$ cat config.mk
export PLATFORM = sky130hd
export DESIGN_NAME = tksl_cfg
export DESIGN_NICKNAME = d
export VERILOG_FILES = /design/src/tksl_pkg.sv /design/src/tksl_cfg.sv
export SDC_FILE = /design/constraint.sdc
export NUM_CORES = 1
export LEC_CHECK = 0
export ABC_CLOCK_PERIOD_IN_PS = 1700
export BUFFER_PORTS_ARGS = -buffer_cell sky130_fd_sc_hd__buf_2
export CAP_MARGIN = 20
export CORE_ASPECT_RATIO = 1.1
export CORE_UTILIZATION = 31
export DETAILED_ROUTE_END_ITERATION = 7
export HOLD_SLACK_MARGIN = 0.1
export PLACE_DENSITY = 0.87
export SETUP_SLACK_MARGIN = 0.3
export SLEW_MARGIN = 15
export SYNTH_ARGS = -nofsm -noshare
export SYNTH_HDL_FRONTEND = slang
export SYNTH_SLANG_ARGS = --single-unit
$ cat constraint.sdc
create_clock -name i_clk -period 1.7 [get_ports i_clk]
set_input_delay 0.085 -clock i_clk [delete_from_list [all_inputs] [get_ports i_clk]]
set_output_delay 0.085 -clock i_clk [all_outputs]
set_load 0.05 [all_outputs]
$ cat src/tksl_pkg.sv
// ----------------------------------------------------------------------------
// tksl_pkg: shared types and constants
// Field widths, command and register codes and the broadcast control word
// that the top level hands to every list cell.
// ----------------------------------------------------------------------------
`default_nettype none

package tksl_pkg;

    localparam int DEF_LIST_DEPTH = 64;
    localparam int DEF_COORD_BITS = 12;

    localparam int SCORE_W = 32;
    localparam int RANK_W  = 6;
    localparam int COUNT_W = 7;

    localparam int APB_ADDR_W = 3;
    localparam int APB_DATA_W = 32;

    localparam logic [COUNT_W-1:0] MAX_POINTS_RESET = 7'd64;

    localparam logic CMD_INSERT = 1'b0;
    localparam logic CMD_READ   = 1'b1;

    localparam logic REG_MAX_POINTS = 1'b0;

    typedef struct packed {
        logic                      place;
        logic                      grow;
        logic                      append;
        logic signed [SCORE_W-1:0] score;
    } t_cell_ctl;

endpackage

`default_nettype wire

$ cat src/tksl_cfg.sv
// ----------------------------------------------------------------------------
// tksl_cfg: configuration register file
// APB-style slave holding the list capacity register.
// ----------------------------------------------------------------------------
`default_nettype none

module tksl_cfg (
    input  wire logic                              i_clk,
    input  wire logic                              i_rst_n,
    input  wire logic                              psel,
    input  wire logic                              penable,
    input  wire logic                              pwrite,
    input  wire logic [tksl_pkg::APB_ADDR_W-1:0]   paddr,
    input  wire logic [tksl_pkg::APB_DATA_W-1:0]   pwdata,
    output logic      [tksl_pkg::APB_DATA_W-1:0]   prdata,
    output logic                                   pready,
    output logic      [tksl_pkg::COUNT_W-1:0]      o_max_points
);
    import tksl_pkg::*;

    logic               rd_sel;
    logic [COUNT_W-1:0] r_max;
    logic               wr_hit;

    assign wr_hit = psel && penable && pwrite && (paddr[2] == REG_MAX_POINTS);

    always_ff @(posedge i_clk) begin
        if (!i_rst_n) begin
            r_max <= MAX_POINTS_RESET;
        end else if (wr_hit) begin
            r_max <= pwdata[COUNT_W-1:0];
        end
    end

    assign rd_sel       = (paddr[2] == REG_MAX_POINTS);
    assign prdata       = rd_sel ? {{(APB_DATA_W-COUNT_W){1'b0}}, r_max}
                                 : '0;
    assign pready       = 1'b1;
    assign o_max_points = r_max;

endmodule

`default_nettype wire

==> results of run 1 <==
[cells in the mapped netlist (all sizes together)]
master / count / area share
and2b: 7 / 0.11
and4b: 1 / 0.018
buf: 27 / 0.37
clkbuf: 1 / 0.0067
conb: 2 / 0.013
dfxtp: 7 / 0.25
mux2i: 7 / 0.13
nand2: 12 / 0.081
nor2b: 2 / 0.022
[critical path: cells and delay by family, from the launching register on]
family | cells | cell delay, ns
flip-flops | 1 | 0.34
AND/OR/NAND/NOR | 1 | 0.15
buffers and inverters | 1 | 0.25
[worst paths after layout]
kind | slack (ns) | endpoint | depth (start not counted) | from
min reg2reg | 0.47 | o_max_points[3] | 2 | o_max_points[3]
max | 0.62 | prdata[2] | 2 | o_max_points[2]
min | 0.19 | o_max_points[0] | 3 | i_rst_n
max reg2reg | 1.09 | o_max_points[6] | 2 | o_max_points[6]
[placed cells by master, fill, tap and decap left out]
cell type / synthesis / final
and2b_2: 7 / 7
and4b_1: 1 / 1
buf_2: 0 / 26
clkbuf_1: 1 / 1
clkbuf_4: 0 / 3
conb_1: 2 / 26
dfxtp_1: 7 / 7
dlygate4sd3_1: 0 / 7
mux2i_1: 7 / 7
nand2_1: 12 / 12
nor2b_1: 2 / 2
[logic make-up (layout without fill, tap and decap cells)]
| group | Yosys count | count (layout) | share of synthesized area |
|---|---|---|---|
| simple gates | 22 | 22 | 0.231 |
| mux | 7 | 7 | 0.126 |
| buf+inv | 28 | 37 | 0.378 |
| other cells | 2 | 26 | 0.0135 |
| flops | 7 | 7 | 0.252 |
[area by class of cell]
| cell class | instances | area, sq um | area share |
|---|---|---|---|
| repair buffers | 33 | 200 | 0.293 |
| flip-flops and latches | 7 | 140 | 0.205 |
| well taps | 17 | 21.3 | 0.0311 |
| clock buffers | 4 | 26.3 | 0.0384 |
| multi-input cells | 55 | 297 | 0.433 |
[metal layers]
metal / vias up / part of all wire / GRT usage
met2: 30 / 0.52 / 0.151
li1: 218 / - / -
met4: 0 / 0.015 / 0.0750
met1: 196 / 0.37 / 0.0984
met5: - / 0 / 0
met3: 2 / 0.094 / 0.0745
[power breakdown]
group | switching, W | internal (W)
Clock | 0.0000643 | 0.0000898
Combinational | 0.000169 | 0.0000345
Sequential | 0.00000238 | 0.000168
[per-stage QoR]
step / util / hold slack (ns)
4_1_cts: 0.413 / 0.111
3_5_place_dp: 0.360 / 0.341
6_report: 0.419 / 0.193
5_1_grt: 0.419 / 0.208
3_3_place_gp: 0.360 / 0.335
2_1_floorplan: - / 0.227
==> results.tsv, run 1 <==
metric	value	unit
h-tree-depth	1	
vias	446	
p_total	0.000528	W
initial_core_util	0.341	
largest_register_ffs	7	
status	completed	
synth_cells	66	
remaining_drc_errors	0	
cts-root-buf	clkbuf_4	
hold_viol	0	
placementRows	15	
cts.sinks	7	
wirelength	1.01	mm
ir_worst_vdd	0.345	mV
crit_chain	and2b_2 -> buf_2	
critPathMaxStageDelay	0.34	ns
postSynthAreaPerCell	8.44	sq um
fin_setup_tns	0	ns
wire_per_inst	8.74	um
max_cap_violations	0	
dp_cells	105	
place_area	588	sq um
grt_pass1_wl	1.32	mm
clk_pin_slew	0.05	ns
synth_cell_types	10	
pin_count	80	
finalNonFillerCells	116	
cts_hold_buf	6	
seq_area_frac_synth	0.252	
io_buffers	26	
yosysWarnings	0	
grt_max_degree	15	
core	1630	sq um
crit_fanout	3	
finish.net_count	140	
hpwl	778	um
drt-vias-per-instance	3.84	
gp_congestion	0.625	
clockBufferDepth	2	
cts_resized	0	
die-area	1970	sq um
initialDrtViolationCount	5	
critPathLaunchType	flip-flop	
die_w	42.4	um
fmax	923	MHz
netlist_area	557	sq um
fin_crit_sh	0.637	
synthToLayoutAreaGrowth	22.9	%
critPathArrivalTime	1.00	ns
final_area	684	sq um
dp_slack	0.612	ns
setup_slack	0.617	ns
critPathSlowestCell	dfxtp_1	
cts_tree	done	
grt_antenna_before_repair	0	
drive_gt1_frac	0.364	
synth_seq_cells	7	
drt-pass1-iter-count	4	
crit_type	flip-flop to output port	
slew_violations	0	
fin_crit	1.08	ns
required	1.62	ns
diodes	0	
grt_pass1_vias	307	
setup_violations	0	
numCtsBuffers	3	
grt_setup_unrepaired	false	
power_density	771	nW/um^2
hold_class	input port to flip-flop	
leakage	0.388	nW
overflow	0	
ant_nets	0	
grtUsageTotal	0.101	
cts_setup_buffers	0	
cp-end-kind	output port	
fin_skew	0	ns
fillers	172	
clkLatencyLatePin	0.26	ns
fp.dieH	46.5	um
(Power assumes the default switching activity.)
==> inputs of run 2 (changes only) <==
Settings changed: ABC_AREA set to 1, ABC_CLOCK_PERIOD_IN_PS 1700 to 1000, CORE_UTILIZATION 31 to 30, PLACE_DENSITY 0.87 to 0.82.
Clock period 1.7 ns to 1 ns, I/O delays scaled along.
==> run 2 against run 1 <==
- combinational power grew 120%
- die area increased by 11%
- non-clock buffer count shrank 5
- synthesized cell count up 36%
- critical path depth grew 1
- sequential cell count unchanged
- clock power up 64%
- clock skew unchanged
- wire length rose by 35%
- cell count up 26%
- cell area rose by 30%
- register-to-register slack got worse by 0.74 ns
- critical endpoint unchanged
==> results.tsv, run 2 <==
metric	value	unit	change
synth-edff-count	0		unchanged
crit_fanout	3		unchanged
synthArstFlopShare	0		unchanged
synthToLayoutAreaGrowth	48.3	%	
status	completed		
fp.dieH	48.9	um	+5.3%
cts-root-buf	clkbuf_4		
cts_setup_buffers	0		unchanged
die_w	44.7	um	+5.3%
hpwl	878	um	+13%
clockBufferDepth	2		unchanged
crit_chain	inv_2 -> nor2_4 -> buf_8		
critPathMaxStageDelay	0.36	ns	+0.02 ns
fin_crit_sh	0.962		
reg2reg_to	o_max_points[6]		
wire_per_inst	9.36	um	+7.0%
crit_end	prdata[2]		
grt_antenna_before_repair	0		unchanged
io_buffers	26		unchanged
grt_max_degree	8		-7
synth_top_cell_by_area	buf_4		
vias	569		+28%
remaining_drc_errors	0		unchanged
crit-reg2reg-launch	o_max_points[6]		
critPathLaunchType	flip-flop		
fillers	147		-15%
synth_cell_types	14		+4
grtUsageTotal	0.112		+0.0108
clkLatencyLatePin	0.25	ns	about the same
drt-pass1-iter-count	4		unchanged
synth_common_cells	26 x buf_4, 19 x nor2_1, 15 x inv_1		
most-common-layout-cells	26 x conb_1, 12 x nor2_1, 12 x buf_2		
p_total	0.000987	W	+87%
cts_hold_buf	1		-5
netlist_area	601	sq um	+7.9%
setup_violations	0		unchanged
core	1820	sq um	+12%
crit_start	o_max_points[2]		
slew_violations	0		unchanged
pin_count	80		unchanged
ant_nets	0		unchanged
initialDrtViolationCount	7		+2
postSynthAreaPerCell	6.67	sq um	-21%
diodes	0		unchanged
critPathSlowestCell	dfxtp_4		
power_density	1110	nW/um^2	+44%
synth_cells	90		+36%
critPathArrivalTime	0.91	ns	-0.09 ns
synth_seq_cells	7		unchanged
required	0.95	ns	-0.67 ns
final_common_cell	conb_1		
grt_pass1_wl	1.77	mm	+35%
dp_cells	141		+34%
hold_class	input port to flip-flop		
finalNonFillerCells	146		+26%
wirelength	1.37	mm	+35%
yosysTopAreaCellShare	0.325		-0.0256
largest_register_ffs	7		unchanged
synth_area_leaders	buf_4 32%, dfxtp_1 23%, nor2_1 12%		
reg2reg_depth	2		unchanged
grt_setup_unrepaired	true		
seq_area_frac_synth	0.233		-0.0184
h-tree-depth	1		unchanged
fmax	1040	MHz	
ir_worst_vdd	0.346	mV	+0.28%
yosysWarnings	0		unchanged
drive_gt1_frac	0.487		+0.124
crit_type	flip-flop to output port		
cp-end-kind	output port		
initial_core_util	0.330		-0.0113
gp_congestion	0.748		+20%
cts_tree	done		
leakage	0.475	nW	+22%
drt-vias-per-instance	3.90		+1.4%
die-area	2180	sq um	+11%
max_cap_violations	0		unchanged
numCtsBuffers	3		unchanged
clk_pin_slew	0.05	ns	about the same
synthFlopType	dfxtp_1		
grt_pass1_vias	422		+37%
hold_viol	0		unchanged
fin_skew	0	ns	unchanged
fin_crit	0.962	ns	
overflow	0		unchanged
setup.reg_to_reg.worst_slack	0.35	ns	-0.74 ns
yosysMostFrequentCell	buf_4		
cts.sinks	7		unchanged
finish.net_count	160		+14%
placementRows	16		+1
## run 2: repair_timing
item,in CTS,in global routing
pin swaps,7,0
hold endpoints to repair,7,5
setup endpoints to repair,14,15
resized for setup,19,21
## run 2: logic make-up (layout without fill, tap and decap cells)
kind of cell	Yosys count	in the layout	synth area share
buf+inv	43	48	0.444
compound gates	1	1	0.00833
other cells	2	26	0.0125
simple gates	37	37	0.302
flops	7	7	0.233
## run 2: area by class of cell
class                      count  area, sq um  share of cell area
multi-input combinational     64          344               0.386
timing repair buffer          28          260               0.292
sequential                     7          166               0.187
inverter                      16         60.1              0.0674
tap                           27         33.8              0.0379
clock buffer                   4         26.3              0.0295
## run 2: power breakdown
part	switching, W	internal (W)
combinational	0.000357	0.0000867
sequential	0.0000118	0.000278
clock	0.000101	0.000152
## run 2: worst min path at each step
stage	from	end	slack (ns)	cells after the start
floorplan	i_rst_n	o_max_points[6]	0.13	1
global placement	pwdata[6]	o_max_points[6]	0.27	3
detailed placement	pwdata[6]	o_max_points[6]	0.28	3
CTS	i_rst_n	o_max_points[6]	0.05	2
global route	i_rst_n	o_max_points[6]	0.05	2
finish	i_rst_n	o_max_points[6]	0.06	2
## run 2: per-stage QoR
stage | area [sq um] | worst slack (ns) | setup TNS (ns) | hold slack (ns) | util
floorplan | 769 | 0.179 | 0 | 0.134 | -
global placement | 734 | 0.203 | 0 | 0.271 | 0.403
detailed placement | 734 | 0.189 | 0 | 0.283 | 0.403
CTS | 828 | 0.0778 | 0 | 0.0538 | 0.455
global route | 891 | -0.00275 | -0.00275 | 0.0541 | 0.489
finish | 891 | 0.0381 | 0 | 0.0576 | 0.489
## run 2: worst max-delay path: cells and delay by family (launching register included)
family | cells | cell delay, ns
and+or+nand+nor | 1 | 0.10
buffers and inverters | 2 | 0.20
DFF | 1 | 0.36
## run 2: layer usage
| layer | vias up | share of wire | track usage |
|---|---|---|---|
| li1 | 270 | - | - |
| met1 | 251 | 0.35 | 0.102 |
| met2 | 44 | 0.52 | 0.208 |
| met3 | 4 | 0.11 | 0.0370 |
| met4 | 0 | 0.020 | 0.0606 |
| met5 | - | 0 | 0 |
==> inputs of run 3 (changes only) <==
==> constraint.sdc (replaced) <==
create_clock -name i_clk -period 1 [get_ports i_clk]
set_input_delay 0.15 -clock i_clk [delete_from_list [all_inputs] [get_ports i_clk]]
set_output_delay 0.15 -clock i_clk [all_outputs]
set_load 0.05 [all_outputs]
==> run 3 against run 2 <==
- the run now ends with negative setup slack left
- utilization fell by 1.8 points
- non-clock buffer count fell by 1
- combinational power fell by 3%
- largest cell class unchanged
==> results.tsv, run 3 (synthesis gave the netlist of run 2 again) <==
metric	value	unit	change
fin_skew	0	ns	unchanged
setup.reg_to_reg.worst_slack	0.37	ns	+0.02 ns
final_common_cell	conb_1		
reg2reg_to	o_max_points[4]		
fin_setup_tns	-0.194	ns	-0.194 ns
drive_gt1_frac	0.475		-0.0128
remaining_drc_errors	0		unchanged
crit_type	flip-flop to output port		
initial_core_util	0.330		unchanged
setup_violations	8		+8
fin_crit_sh	1.03		+0.0668
cts_tree	done		
dp_cells	140		-0.71%
cp-end-kind	output port		
finish.net_count	159		-0.63%
die_w	44.7	um	unchanged
finalNonFillerCells	145		-0.68%
grt_max_degree	10		+2
clockBufferDepth	2		unchanged
grt_antenna_before_repair	0		unchanged
cts.sinks	7		unchanged
max_cap_violations	0		unchanged
drt-vias-per-instance	3.70		-5.1%
crit_fanout	3		unchanged
gp_congestion	0.727		-2.9%
grt_pass1_wl	1.59	mm	-10%
reg2reg_depth	2		unchanged
drt-pass1-iter-count	3		-1
leakage	0.457	nW	-3.7%
ant_nets	0		unchanged
critPathLaunchType	flip-flop		
io_buffers	26		unchanged
initialDrtViolationCount	5		-2
overflow	0		unchanged
holdPathEnd	o_max_points[6]		
clkLatencyLatePin	0.25	ns	about the same
fin_crit	1.03	ns	+0.0668 ns
crit-reg2reg-launch	o_max_points[4]		
required	0.85	ns	-0.10 ns
diodes	0		unchanged
grtUsageTotal	0.0991		-0.0132
core	1820	sq um	unchanged
cts_hold_buf	0		-1
h-tree-depth	1		unchanged
timing.hold.ws	0.105	ns	+0.0479 ns
fp.dieH	48.9	um	unchanged
hold_class	input port to flip-flop		
holdPathStages	3		+1
vias	536		-5.8%
die-area	2180	sq um	unchanged
grt_pass1_vias	389		-7.8%
critPathArrivalTime	0.88	ns	-0.03 ns
placementRows	16		unchanged
wirelength	1.10	mm	-20%
largest_register_ffs	7		unchanged
violations	negative setup slack		
numCtsBuffers	3		unchanged
grt_setup_unrepaired	true		
power_density	1140	nW/um^2	+2.9%
worstHoldStart	pwdata[6]		
wire_per_inst	7.58	um	-19%
hpwl	884	um	+0.75%
synthToLayoutAreaGrowth	42.9	%	
cts-root-buf	clkbuf_4		
status	finished, violations left		
fmax	972	MHz	-6.5%
most-common-layout-cells	26 x conb_1, 12 x nor2_1, 11 x buf_2		
p_total	0.000978	W	-0.90%
pin_count	80		unchanged
setup_slack	-0.0286	ns	-0.0668 ns
ir_worst_vdd	0.463	mV	+34%
hold_viol	0		unchanged
clk_pin_slew	0.05	ns	about the same
slew_violations	0		unchanged
==> run 3: cell types whose count changed in the layout (fill, tap and decap cells not counted) <==
cell,previous run,this run
buf_2,12,11
dlymetal6s4s_1,1,0
nand3_2,1,0
buf_6,6,8
nand3_1,6,7
buf_8,7,3
buf_4,2,5
inv_4,0,3
o21ai_0,1,0
nand2_2,2,1
inv_2,8,5
o21ai_1,0,1
nand2_1,6,7
==> run 3: area by class of cell <==
cell class,count,area [sq um]
fill,165,963
multi-input combinational,64,337
timing repair buffer,27,228
sequential,7,166
inverter,16,67.6
tap,27,33.8
clock buffer,4,26.3
==> run 3: through the flow <==
stage	cell area [sq um]	utilization	setup WS, ns
floorplan	781	-	0.0789
global placement	729	0.400	0.0515
detailed placement	729	0.400	-0.00630
CTS	816	0.448	-0.0328
global route	858	0.471	-0.0619
finish	858	0.471	-0.0286
==> run 3: how the worst max path moves through the flow <==
stage / from / to / slack [ns] / cells past startpoint
CTS: o_max_points[5] / prdata[5] / -0.03 / 3
global route: o_max_points[0] / prdata[0] / -0.06 / 3
finish: o_max_points[5] / prdata[5] / -0.03 / 3
global placement: paddr[2] / o_max_points[3] / 0.05 / 6
floorplan: o_max_points[0] / prdata[0] / 0.08 / 2
detailed placement: paddr[2] / o_max_points[4] / -0.006 / 6
==> run 3: power by group <==
part,leakage (nW),total [W],switching [W],internal [W]
combinational,0.381,0.000429,0.000350,0.0000786
clock,0.0150,0.000260,0.000108,0.000152
sequential,0.0614,0.000289,0.0000111,0.000278
total,0.457,0.000978,0.000469,0.000509
==> run 3: timing repair <==
item,4_1_cts,5_1_grt
endpoints found under the setup margin,19,14
pin swaps,7,0
buffers inserted,0,1
gates resized for setup,20,14
==> run 3: metal layers <==
| layer | routed length [um] | track usage |
|---|---|---|
| met2 | 548 | 0.179 |
| met4 | 27 | 0.0606 |
| met1 | 394 | 0.0930 |
| met3 | 128 | 0.0296 |
| met5 | 0 | 0 |
==> run 3: worst max-delay path, cell delays in order, from the launching register on <==
cell,delay (ns)
dfxtp_4,0.36
inv_2,0.04
nor2_4,0.07
buf_6,0.15
