==> config.mk <==
export PLATFORM = sky130hd
export DESIGN_NAME = tksl_cell
export DESIGN_NICKNAME = d
export VERILOG_FILES = /design/src/tksl_pkg.sv /design/src/tksl_cell.sv
export SDC_FILE = /design/constraint.sdc
export NUM_CORES = 1
export LEC_CHECK = 0
export BUFFER_PORTS_ARGS = -buffer_cell sky130_fd_sc_hd__buf_2
export CAP_MARGIN = 20
export CORE_ASPECT_RATIO = 0.8
export CORE_MARGIN = 5
export CORE_UTILIZATION = 48
export CTS_CLUSTER_SIZE = 20
export DETAILED_ROUTE_END_ITERATION = 7
export HOLD_SLACK_MARGIN = 0.12
export PLACE_DENSITY = 0.91
export SYNTH_ARGS = -nofsm -noshare
export SYNTH_HDL_FRONTEND = slang
export SYNTH_SLANG_ARGS = --single-unit
==> constraint.sdc <==
create_clock -name i_clk -period 10.03 [get_ports i_clk]
set_input_delay 1.5045 -clock i_clk [delete_from_list [all_inputs] [get_ports i_clk]]
set_output_delay 1.5045 -clock i_clk [all_outputs]
set_load 0.03 [all_outputs]
==> src/tksl_pkg.sv <==
// ----------------------------------------------------------------------------
// tksl_pkg: shared types and constants
// Field widths, command and register codes and the broadcast control word
// that the top level hands to every list cell.
// ----------------------------------------------------------------------------
`default_nettype none

package tksl_pkg;

    localparam int DEF_LIST_DEPTH = 64;
    localparam int DEF_COORD_BITS = 12;

    localparam int SCORE_W = 32;
    localparam int RANK_W  = 6;
    localparam int COUNT_W = 7;

    localparam int APB_ADDR_W = 3;
    localparam int APB_DATA_W = 32;

    localparam logic [COUNT_W-1:0] MAX_POINTS_RESET = 7'd64;

    localparam logic CMD_INSERT = 1'b0;
    localparam logic CMD_READ   = 1'b1;

    localparam logic REG_MAX_POINTS = 1'b0;

    typedef struct packed {
        logic                      place;
        logic                      grow;
        logic                      append;
        logic signed [SCORE_W-1:0] score;
    } t_cell_ctl;

endpackage

`default_nettype wire

==> src/tksl_cell.sv <==
// ----------------------------------------------------------------------------
// tksl_cell: one rank of the sorted list
// Holds one entry and its valid bit; on an insert it keeps its entry, takes
// the new point or takes its left neighbor's entry.
// ----------------------------------------------------------------------------
`default_nettype none

module tksl_cell #(
    parameter int COORD_BITS = tksl_pkg::DEF_COORD_BITS
) (
    input  wire logic                               i_clk,
    input  wire logic                               i_rst_n,
    input  wire tksl_pkg::t_cell_ctl                i_ctl,
    input  wire logic [COORD_BITS-1:0]              i_new_row,
    input  wire logic [COORD_BITS-1:0]              i_new_col,
    input  wire logic [COORD_BITS-1:0]              i_prev_row,
    input  wire logic [COORD_BITS-1:0]              i_prev_col,
    input  wire logic signed [tksl_pkg::SCORE_W-1:0] i_prev_score,
    input  wire logic                               i_prev_before,
    input  wire logic                               i_prev_valid,
    input  wire logic                               i_next_valid,
    output logic      [COORD_BITS-1:0]              o_row,
    output logic      [COORD_BITS-1:0]              o_col,
    output logic signed [tksl_pkg::SCORE_W-1:0]     o_score,
    output logic                                    o_valid,
    output logic                                    o_before,
    output logic                                    o_tail_le,
    output logic                                    o_take
);
    import tksl_pkg::*;

    logic [COORD_BITS-1:0]     r_row;
    logic [COORD_BITS-1:0]     r_col;
    logic signed [SCORE_W-1:0] r_score;
    logic                      r_valid;
    logic                      above;

    // entries above the new score, or every held entry when appending
    assign above     = r_valid && (r_score > i_ctl.score);
    assign o_before  = r_valid && (above || i_ctl.append);
    assign o_tail_le = r_valid && !i_next_valid && (i_ctl.score <= r_score);
    assign o_take    = !o_before && i_prev_before;

    always_ff @(posedge i_clk) begin
        if (i_ctl.place && !o_before) begin
            if (i_prev_before) begin
                r_row   <= i_new_row;
                r_col   <= i_new_col;
                r_score <= i_ctl.score;
            end else begin
                r_row   <= i_prev_row;
                r_col   <= i_prev_col;
                r_score <= i_prev_score;
            end
        end
    end

    always_ff @(posedge i_clk) begin
        if (!i_rst_n) begin
            r_valid <= 1'b0;
        end else if (i_ctl.grow && i_prev_valid) begin
            r_valid <= 1'b1;
        end
    end

    assign o_row   = r_row;
    assign o_col   = r_col;
    assign o_score = r_score;
    assign o_valid = r_valid;

endmodule

`default_nettype wire

==> results of run 1 <==
-- kinds of logic (layout without fill, tap and decap cells) --
group,Yosys count,in the layout,share of synthesized area (%)
AO/OA/AOI/OAI,30,30,6.20
adder cells (fa/ha/maj),32,32,12.3
buffers and inverters,39,229,4.54
flip-flops,57,57,52.3
multiplexers,56,56,19.4
AND/OR/NAND/NOR,31,31,5.20
-- worst min path at each step --
stage	startpoint	to	slack, ps	depth (start not counted)
floorplan	o_valid	o_valid	650	2
global placement	o_valid	o_valid	560	2
detailed placement	o_valid	o_valid	600	2
CTS	o_valid	o_valid	610	2
global route	o_valid	o_valid	660	2
finish	o_valid	o_valid	620	2
-- final cells by class --
cell class              count  area (sq um)  area share, %
inverters                  33           124           2.78
repair buffers            181           911           20.5
clock inverters             6          70.1           1.58
flip-flops and latches     57          1700           38.3
clock buffers               9           124           2.78
multi-input cells         149          1410           31.8
well taps                  84           105           2.36
-- through the flow --
step	util, %	worst slack, ps	hold slack (ps)
after global placement	65.7	5000	558
after CTS	68.7	4930	612
after global routing	68.7	4730	661
after detailed placement	65.7	4960	599
after floorplan	-	4040	650
final	68.7	4980	616
-- metal layers --
layer / global-route usage (%) / share of wire [%] / wire length [um] / up-vias
met5: 0 / 0 / 0 / -
met4: 7.15 / 1.6 / 142 / 0
met3: 7.10 / 9.5 / 819 / 14
met2: 37.7 / 52 / 4510 / 120
met1: 22.2 / 37 / 3170 / 1220
li1: - / - / - / 1287
-- flip-flops by register name, indices dropped and copies added, names as in the netlist --
register,flops
o_valid,1
o_row,12
o_col,12
o_score,32
-- worst reg2reg max path, stage by stage, from the launching register on --
cell,delay (ps)
edfxtp_1,350
inv_1,50
ha_1,320
nand2_1,120
nor4_2,420
nand2_1,90
a31oi_1,310
o21ai_0,270
a21boi_4,570
buf_4,560
-- power breakdown --
group | switching, uW | internal (uW)
Sequential | 7.26 | 286
Combinational | 91.7 | 62.1
Clock | 96.1 | 114
-- cells in the final DEF, fill, tap and decap left out, drive strengths merged --
master / Yosys / routed
a221oi: 1 / 1
a21boi: 2 / 2
a311oi: 1 / 1
buf: 1 / 181
nor2: 3 / 3
o211ai: 1 / 1
edfxtp: 56 / 56
o31ai: 1 / 1
dfxtp: 1 / 1
nor2b: 4 / 4
nand4: 5 / 5
a211oi: 2 / 2
o41a: 1 / 1
nand2b: 1 / 1
ha: 32 / 32
mux2: 56 / 56
and2: 1 / 1
inv: 33 / 33
nor4: 2 / 2
clkbuf: 5 / 9
nand2: 7 / 7
o21bai: 1 / 1
or3b: 1 / 1
bufinv: 0 / 1
a31oi: 1 / 1
clkinvlp: 0 / 3
nand3: 6 / 6
clkinv: 0 / 2
nor3: 1 / 1
o21ai: 5 / 5
a21oi: 13 / 13
a2111o: 1 / 1
==> run summary, run 1 <==
worst slew pin tran: 713 ps
flop-to-flop setup slack: 6600 ps
Post-CTS Resized: 0
#FFs+latches synth: 57
top cells by area, synth: edfxtp_1 (52%), mux2_2 (19%), ha_1 (12%)
syn nets: 397
layout cells sized above 1: 58.9%
Critical Path End Type: output port
CP cell instances: buf_2, ha_1, nand2_1, nor4_2, nand2_1, a31oi_1, o21ai_0, a21boi_1, buf_2
DRT iter0 DRCs: 70
Slowest Stage Delay on Critical Path: 420 ps
port bufs: 179
root buffer cell: clkbuf_8
# H-tree levels: 3
Synth cell types: 31
Reg2Reg Capture Point: o_row[10]
cts hold-fix bufs: 0
final wirelength: 8650 um
critical path launch point type: input port
Placeable Area: 0.00647 sq mm
Post-DP HPWL: 7060 um
Die Width: 102 um
required time of the critical path: 8530 ps
DR vias/cell: 5.09
Bufs on Longest Clock Path: 2
P per Cell Area: 148 mW/mm^2
CP Max Fanout: 4
clock sink count: 57
Yosys top cell area share: 51.7%
Residual DRC: 0
Fill cells: 498
first-pass GRT wire length: 13,700 um
clock slew at reported path FFs: 70 ps
DRT Pass-1 Iters: 4
Die Span Y: 83.6 um
Total GRT Usage: 20.8%
Slew HR: 52.5%
setup TNS: 0 ps
Worst Hold Class: reg -> reg
Slew Limit Fails: 0
Buf+Inv Stages, Crit Path: 2
Reg2Reg Depth: 9
max-cap viol count: 0
Max Clock Freq: 0.198 GHz
via count: 2,641
Arrival @ worst endpoint: 3550 ps
Area Growth Syn to Fin: 36.8%
unrepaired setup endpoints after global routing: no
launch point of the critical path: i_ctl[31]
Cell Area, Placed: 0.00425 sq mm
final setup vio count: 0
# Post-CTS Setup Buffers: 0
Crit path max-delay family: compound AO/OA/AOI/OAI gates
leakage: 0.00209 uW
I/O pin count: 180
Layout Skew: 4.87 ps
dpl cells: 504
period utilization: 50.4%
Antenna Nets Post-Route: 0
Cell Area, Synth: 0.00325 sq mm
Crit Path Class: in -> out
Row Count: 26
Final Non-Filler Cells: 519
gpl congestion: 0.811
sequential fraction of the synthesis area: 52.3%
Gate Count Post-Synth: 245
average cell area after synthesis: 13.3 sq um
die area: 0.00853 sq mm
antenna violations before repair: 0
n_diodes: 0
CTS tree: built
post-route design area: 0.00445 sq mm
Main synth FF type: edfxtp_1
outcome: completed
total CTS buffers: 9
Final Hold Viols: 0
gr ovfl total: 0
Slowest-stage cell, CP: nor4_2
CP Depth: 9
synth cell count leaders: edfxtp_1 (56), mux2_2 (56), inv_1 (33)
clock latency on the worst-skew pair: 330 ps
reg2reg start: o_score[31]
vias in the first global route: 2,941
largest net degree at the start of global routing: 58
Starting Density: 50.2%
largest area contributor in the netlist: edfxtp_1
asr flop ratio synth: 0%
layout net count: 583
total power: 657 uW
Ys Warns: 0
maximum VDD drop: 0.0905 mV
crit path capture: o_take
WL/cell: 16.7 um
Period minus WS final: 5050 ps
Post-synth EDFFs: 56
No activity file was read; power rests on OpenSTA's default activity.
==> run 2, diff against run 1 <==
--- a/config.mk
+++ b/config.mk
@@ -5,15 +5,16 @@
 export SDC_FILE = /design/constraint.sdc
 export NUM_CORES = 1
 export LEC_CHECK = 0
+export ABC_AREA = 1
 export BUFFER_PORTS_ARGS = -buffer_cell sky130_fd_sc_hd__buf_2
 export CAP_MARGIN = 20
 export CORE_ASPECT_RATIO = 0.8
 export CORE_MARGIN = 5
-export CORE_UTILIZATION = 48
+export CORE_UTILIZATION = 45
 export CTS_CLUSTER_SIZE = 20
 export DETAILED_ROUTE_END_ITERATION = 7
 export HOLD_SLACK_MARGIN = 0.12
-export PLACE_DENSITY = 0.91
+export PLACE_DENSITY = 0.85
 export SYNTH_ARGS = -nofsm -noshare
 export SYNTH_HDL_FRONTEND = slang
 export SYNTH_SLANG_ARGS = --single-unit
==> constraint.sdc (replaced) <==
create_clock -name i_clk -period 5.3 [get_ports i_clk]
set_input_delay 0.795 -clock i_clk [delete_from_list [all_inputs] [get_ports i_clk]]
set_output_delay 0.795 -clock i_clk [all_outputs]
set_load 0.03 [all_outputs]
==> run 2 against run 1 <==
Against the previous run: area after synthesis up 2.5%; first-iteration DRC count up 31%; combinational power up 96%; sequential share of layout area down 0.50 points; total power up 89%; setup slack worse by 2900 ps.
==> run summary, run 2 <==
outcome: completed (unchanged)
Seq pwr share: 44.9% (was 44.6%)
P per Cell Area: 275 mW/mm^2 (was 148 mW/mm^2)
largest area contributor in the netlist: edfxtp_1 (unchanged)
asr flop ratio synth: 0% (unchanged)
setup TNS: 0 ps (unchanged)
Die Width: 106 um (was 102 um)
average cell area after synthesis: 8.40 sq um (was 13.3 sq um)
Main synth FF type: edfxtp_1 (unchanged)
I/O pin count: 180 (unchanged)
xor/xnor share of the synthesized area: 0% (unchanged)
compound-gate portion of the synthesized area: 3.90% (was 6.20%)
Cell Area, Placed: 0.00432 sq mm (was 0.00425 sq mm)
CP Max Fanout: 3 (was 4)
Layout Skew: 8.82 ps (was 4.87 ps)
most frequent cells in the layout: nand2_1 (206), buf_2 (179), edfxtp_1 (56), inv_1 (44), ha_1 (32) (was buf_2 (179), mux2_2 (56), edfxtp_1 (56), inv_1 (33), ha_1 (32))
count leader, synth: nand2_1
# Post-CTS Setup Buffers: 0 (unchanged)
first-pass GRT wire length: 14,300 um (was 13,700 um)
cell mode on critical path: nand2_1
fin worst setup slack: 2040 ps (was 4980 ps)
period utilization: 61.4%
Max Clock Freq: 0.307 GHz
Die Span Y: 87.0 um (was 83.6 um)
unrepaired setup endpoints after global routing: no (unchanged)
# H-tree levels: 3 (unchanged)
sequential fraction of the synthesis area: 51.1% (was 52.3%)
Largest register FFs: 32 (unchanged)
Post-synth EDFFs: 56 (unchanged)
Sw Pwr: 382 uW (was 195 uW)
Critical Path End Type: output port (unchanged)
Worst Hold Class: reg -> reg (unchanged)
mux cell area share after synthesis: 0% (was 19.4%)
CP cell instances: buf_2, ha_1, nand2_1, nor2_1, nand2_1, nand2_1, nand2_1, nand2_1, nand2_1, nand3_1, nand3_2, a21oi_1, buf_2 (was buf_2, ha_1, nand2_1, nor4_2, nand2_1, a31oi_1, o21ai_0, a21boi_1, buf_2)
Post-DP HPWL: 7040 um (was 7060 um)
maximum VDD drop: 0.164 mV (was 0.0905 mV)
Slowest Stage Delay on Critical Path: 290 ps (was 420 ps)
most common cell after layout, fill and taps aside: nand2_1 (was buf_2)
Adder-Cell Fraction of Synth Area: 12.0% (was 12.3%)
clock latency on the worst-skew pair: 330 ps (about the same)
largest family of logic cells by synthesized area: simple AND/OR/NAND/NOR gates (was multiplexers)
Slew HR: 32.7% (was 52.5%)
post-route design area: 0.00451 sq mm (was 0.00445 sq mm)
required time of the critical path: 4510 ps (was 8530 ps)
Slew Limit Fails: 0 (unchanged)
clock slew at reported path FFs: 60 ps (was 70 ps)
CTS tree: built (unchanged)
cts hold-fix bufs: 0 (unchanged)
Row Count: 28 (was 26)
root buffer cell: clkbuf_8 (unchanged)
Residual DRC: 0 (unchanged)
clock network fraction of total power: 30.8% (was 32.0%)
Arrival @ worst endpoint: 2460 ps (was 3550 ps)
top cells by area, synth: edfxtp_1 (50%), nand2_1 (23%), ha_1 (12%) (was edfxtp_1 (52%), mux2_2 (19%), ha_1 (12%))
Slowest-stage cell, CP: ha_1 (was nor4_2)
Total GRT Usage: 19.5% (was 20.8%)
port bufs: 179 (unchanged)
#FFs+latches synth: 57 (unchanged)
antenna violations before repair: 0 (unchanged)
clock sink count: 57 (unchanged)
Post-CTS Resized: 0 (unchanged)
vias in the first global route: 3,276 (was 2,941)
Post-Synth Simple-Gate Area: 26.2% (was 5.20%)
Cell Area, Synth: 0.00333 sq mm (was 0.00325 sq mm)
Starting Density: 45.5% (was 50.2%)
Placeable Area: 0.00732 sq mm (was 0.00647 sq mm)
Yosys top cell area share: 50.5% (was 51.7%)
leakage: 0.00252 uW (was 0.00209 uW)
Gate Count Post-Synth: 397 (was 245)
Final Util: 61.6% (was 68.7%)
Int Pwr: 858 uW (was 462 uW)
Period minus WS final: 3260 ps
final wirelength: 8890 um (was 8650 um)
Ys Warns: 0 (unchanged)
Synth cell types: 26 (was 31)
gpl congestion: 0.790 (was 0.811)
total CTS buffers: 9 (unchanged)
Crit path max-delay family: simple AND/OR/NAND/NOR gates (was compound AO/OA/AOI/OAI gates)
Area Growth Syn to Fin: 35.2% (was 36.8%)
logic gate share of total power: 24.4% (was 23.4%)
Buf+Inv Stages, Crit Path: 2 (unchanged)
syn nets: 549 (was 397)
max-cap viol count: 0 (unchanged)
Crit Path Class: in -> out (unchanged)
n_diodes: 0 (unchanged)
largest net degree at the start of global routing: 58 (unchanged)
DRT iter0 DRCs: 92 (was 70)
layout net count: 729 (was 583)
critical path launch point type: input port (unchanged)
layout cells sized above 1: 35.2% (was 58.9%)
Antenna Nets Post-Route: 0 (unchanged)
DR vias/cell: 4.68 (was 5.09)
pre-CTS WS: 1710 ps (was 4960 ps)
worst slew pin tran: 1010 ps (was 713 ps)
Final Hold Viols: 0 (unchanged)
DRT Pass-1 Iters: 5 (was 4)
Bufs on Longest Clock Path: 2 (unchanged)
via count: 3,143 (was 2,641)
WL/cell: 13.2 um (was 16.7 um)
final setup vio count: 0 (unchanged)
gr ovfl total: 0 (unchanged)
die area: 0.00924 sq mm (was 0.00853 sq mm)
sw frac: 30.8% (was 29.7%)
synth cell count leaders: nand2_1 (206), edfxtp_1 (56), inv_1 (45) (was edfxtp_1 (56), mux2_2 (56), inv_1 (33))
==> run 2: power by group through the flow <==
stage               registers, uW  logic, uW  clock network, uW
floorplan                     638        118                  0
global placement              564        295                  0
detailed placement            566        305                  0
CTS                           557        306                394
global route                  560        337                419
finish                        557        302                382
==> run 2: stage by stage <==
stage,cells,hold slack [ps],total power (uW)
5_1_grt,672,632,1320
4_1_cts,672,596,1260
6_report,672,593,1240
2_1_floorplan,397,640,756
3_3_place_gp,656,573,859
3_5_place_dp,656,585,871
==> run 2: cell families (layout without fill, tap and decap cells) <==
kind of cell,after synthesis,after routing
fa+ha+maj,32,32
compound gates,23,23
flops,57,57
buf+inv,60,245
simple gates,225,225
==> run 2: final cells by class <==
cell class / count / area, sq um
timing repair buffer: 181 / 911
clock inverter: 7 / 61.3
sequential: 57 / 1700
clock buffer: 9 / 124
tap: 90 / 113
fill: 641 / 2820
multi-input combinational: 280 / 1420
inverter: 48 / 180
==> run 2: final timing paths <==
kind,from,to,slack [ps],depth (start not counted)
worst min-delay path,o_valid,o_valid,590,2
worst max-delay path,i_ctl[7],o_take,2040,13
worst max register to register,o_score[5],o_col[1],2240,14
worst min register to register,o_valid,o_valid,590,2
==> run 2: metal layers <==
metal  global-route usage (%)  routed length, um  up-vias
met5                        0                  0        -
li1                         -                  -     1617
met2                     35.8               4670      128
met1                     21.5               3420     1388
met3                     6.60                691       10
met4                     5.88                110        0
==> run 2: worst register-to-register path, stage by stage, from the launching register on <==
cell,delay [ps]
edfxtp_1,420
inv_1,90
ha_1,240
a21oi_1,150
nor2_1,50
nor2_1,80
nand2_1,90
nand2_1,60
nand2_1,50
nand2_1,80
nand2_1,60
nand2_2,70
nand3_2,100
a21oi_4,610
buf_4,530
==> run 3, diff against run 2 <==
--- a/config.mk
+++ b/config.mk
@@ -5,16 +5,16 @@
 export SDC_FILE = /design/constraint.sdc
 export NUM_CORES = 1
 export LEC_CHECK = 0
-export ABC_AREA = 1
+export ABC_AREA = 0
 export BUFFER_PORTS_ARGS = -buffer_cell sky130_fd_sc_hd__buf_2
 export CAP_MARGIN = 20
 export CORE_ASPECT_RATIO = 0.8
 export CORE_MARGIN = 5
-export CORE_UTILIZATION = 45
+export CORE_UTILIZATION = 41
 export CTS_CLUSTER_SIZE = 20
 export DETAILED_ROUTE_END_ITERATION = 7
 export HOLD_SLACK_MARGIN = 0.12
-export PLACE_DENSITY = 0.85
+export PLACE_DENSITY = 0.83
 export SYNTH_ARGS = -nofsm -noshare
 export SYNTH_HDL_FRONTEND = slang
 export SYNTH_SLANG_ARGS = --single-unit
==> constraint.sdc (replaced) <==
create_clock -name i_clk -period 2.9 [get_ports i_clk]
set_input_delay 0.435 -clock i_clk [delete_from_list [all_inputs] [get_ports i_clk]]
set_output_delay 0.435 -clock i_clk [all_outputs]
set_load 0.03 [all_outputs]
==> run 3 against run 2 <==
Against the previous run: the flow now finishes with violations (negative setup slack); largest power group unchanged; cell count fell by 17%; critical path depth shrank 4; total power is 86% higher; clock power grew 83%; clock-buffer cell count unchanged.
==> run summary, run 3 (synthesis results as in run 1) <==
Area Growth Syn to Fin: 46.2% (was 35.2%)
CTS tree: built (unchanged)
total CTS buffers: 9 (unchanged)
Bufs on Longest Clock Path: 2 (unchanged)
total power: 2310 uW (was 1240 uW)
cts hold-fix bufs: 0 (unchanged)
Die Span Y: 89.6 um (was 87.0 um)
vias in the first global route: 2,836 (was 3,276)
Int Pwr: 1630 uW (was 858 uW)
most common cell after layout, fill and taps aside: buf_2 (was nand2_1)
Period minus WS final: 2950 ps
Buf+Inv Stages, Crit Path: 2 (unchanged)
clock network fraction of total power: 30.4% (was 30.8%)
layout net count: 597 (was 729)
Hold Startpoint: i_rst_n (was o_valid)
critical path launch point type: flop (was input port)
gpl congestion: 0.769 (was 0.790)
failing checks: negative setup slack
CP Max Fanout: 4 (was 3)
launch point of the critical path: o_score[24] (was i_ctl[7])
Slowest-stage cell, CP: o41a_1 (was ha_1)
Critical Path End Type: output port (unchanged)
Starting Density: 41.5% (was 45.5%)
logic gate share of total power: 25.8% (was 24.4%)
Die Width: 110 um (was 106 um)
largest net degree at the start of global routing: 29 (was 58)
Arrival @ worst endpoint: 2520 ps (was 2460 ps)
CP cell instances: inv_1, ha_1, nand4_1, nor4_4, a211oi_2, o31ai_2, o41a_1, a21boi_2, buf_6 (was buf_2, ha_1, nand2_1, nor2_1, nand2_1, nand2_1, nand2_1, nand2_1, nand2_1, nand3_1, nand3_2, a21oi_1, buf_2)
fin worst setup slack: -52.2 ps (was 2040 ps)
port bufs: 179 (unchanged)
Crit path max-delay family: compound AO/OA/AOI/OAI gates (was simple AND/OR/NAND/NOR gates)
Slew HR: 74.4% (was 32.7%)
# H-tree levels: 3 (unchanged)
outcome: finished, violations left (was completed)
Slew Limit Fails: 0 (unchanged)
Row Count: 29 (was 28)
leakage: 0.00219 uW (was 0.00252 uW)
P per Cell Area: 485 mW/mm^2 (was 275 mW/mm^2)
DRT iter0 DRCs: 58 (was 92)
final wirelength: 8600 um (was 8890 um)
first-pass GRT wire length: 13,100 um (was 14,300 um)
hold path cells: 2 (unchanged)
CP Depth: 9 (was 13)
max-cap viol count: 0 (unchanged)
sw frac: 29.3% (was 30.8%)
Seq pwr share: 43.9% (was 44.9%)
Final Hold Viols: 0 (unchanged)
n_diodes: 0 (unchanged)
clock slew at reported path FFs: 70 ps (was 60 ps)
clock sink count: 57 (unchanged)
worst slew pin tran: 381 ps (was 1010 ps)
reg2reg start: o_score[24] (was o_score[5])
most frequent cells in the layout: buf_2 (177), mux2_2 (56), edfxtp_1 (56), inv_1 (29), ha_1 (27) (was nand2_1 (206), buf_2 (179), edfxtp_1 (56), inv_1 (44), ha_1 (32))
maximum VDD drop: 0.279 mV (was 0.164 mV)
gr ovfl total: 0 (unchanged)
clock latency on the worst-skew pair: 330 ps (about the same)
unrepaired setup endpoints after global routing: yes (was no)
DR vias/cell: 4.78 (was 4.68)
via count: 2,662 (was 3,143)
flop-to-flop setup slack: 170 ps (was 2240 ps)
Crit Path Class: reg -> out (was in -> out)
layout cells sized above 1: 64.4% (was 35.2%)
Layout Skew: 6.41 ps (was 8.82 ps)
WL/cell: 15.4 um (was 13.2 um)
Worst Hold Class: in -> reg (was reg -> reg)
period utilization: 102%
Sw Pwr: 675 uW (was 382 uW)
DRT Pass-1 Iters: 4 (was 5)
Antenna Nets Post-Route: 0 (unchanged)
root buffer cell: clkbuf_8 (unchanged)
Placeable Area: 0.00784 sq mm (was 0.00732 sq mm)
Slowest Stage Delay on Critical Path: 460 ps (was 290 ps)
Reg2Reg Capture Point: o_score[28] (was o_col[1])
antenna violations before repair: 0 (unchanged)
Reg2Reg Depth: 10 (was 14)
Residual DRC: 0 (unchanged)
hold endpoint: o_valid (unchanged)
Largest register FFs: 32 (unchanged)
final setup vio count: 3 (was 0)
Post-DP HPWL: 6860 um (was 7040 um)
required time of the critical path: 2470 ps (was 4510 ps)
Max Clock Freq: 0.339 GHz
I/O pin count: 180 (unchanged)
Final Util: 60.6% (was 61.6%)
die area: 0.00982 sq mm (was 0.00924 sq mm)
Total GRT Usage: 17.6% (was 19.5%)
[run 3: power groups by stage]
stage / Sequential (uW) / Combinational (uW) / Clock (uW)
final: 1010 / 594 / 700
after global routing: 1020 / 650 / 756
after CTS: 1010 / 591 / 726
after detailed placement: 1030 / 563 / 0
after global placement: 1030 / 545 / 0
after floorplan: 1160 / 211 / 0
[run 3: timing repair]
action | in CTS | in global routing
buffers inserted | 6 | 0
pin swaps | 12 | 3
resized for setup | 14 | 8
cloned | 0 | 0
setup endpoints to repair | 3 | 3
[run 3: cell type report]
| cell class | count | area [sq um] |
|---|---|---|
| Clock buffer | 9 | 124 |
| Clock inverter | 6 | 60.1 |
| Fill cell | 668 | 3080 |
| Inverter | 33 | 124 |
| Multi-Input combinational cell | 149 | 1550 |
| Sequential cell | 57 | 1700 |
| Tap cell | 108 | 135 |
| Timing Repair Buffer | 195 | 1060 |
[run 3: worst max-delay path by stage]
stage / end / slack (ps)
after detailed placement: o_take / -110
final: o_take / -50
after global placement: o_take / -80
after CTS: o_tail_le / -100
after global routing: o_take / -190
after floorplan: o_col[0] / -400
[run 3: metal layers]
metal / global-route usage, % / part of all wire (%) / vias to the layer above
li1: - / - / 1318
met1: 19.5 / 40 / 1228
met2: 32.1 / 50 / 106
met3: 6.43 / 8.7 / 10
met4: 4.76 / 1.4 / 0
met5: 0 / 0 / -
[run 3: metrics by stage]
step           worst slack [ps]  instance area, sq um  TNS (ps)  hold WS, ps  std cells
2_1_floorplan              -401                  3290    -22430          563        245
3_3_place_gp              -82.9                  4410     -82.9          555        536
3_5_place_dp               -114                  4410      -135          565        536
4_1_cts                   -98.1                  4710      -218          303        557
5_1_grt                    -192                  4750      -545          315        557
6_report                  -52.2                  4750      -117          314        557
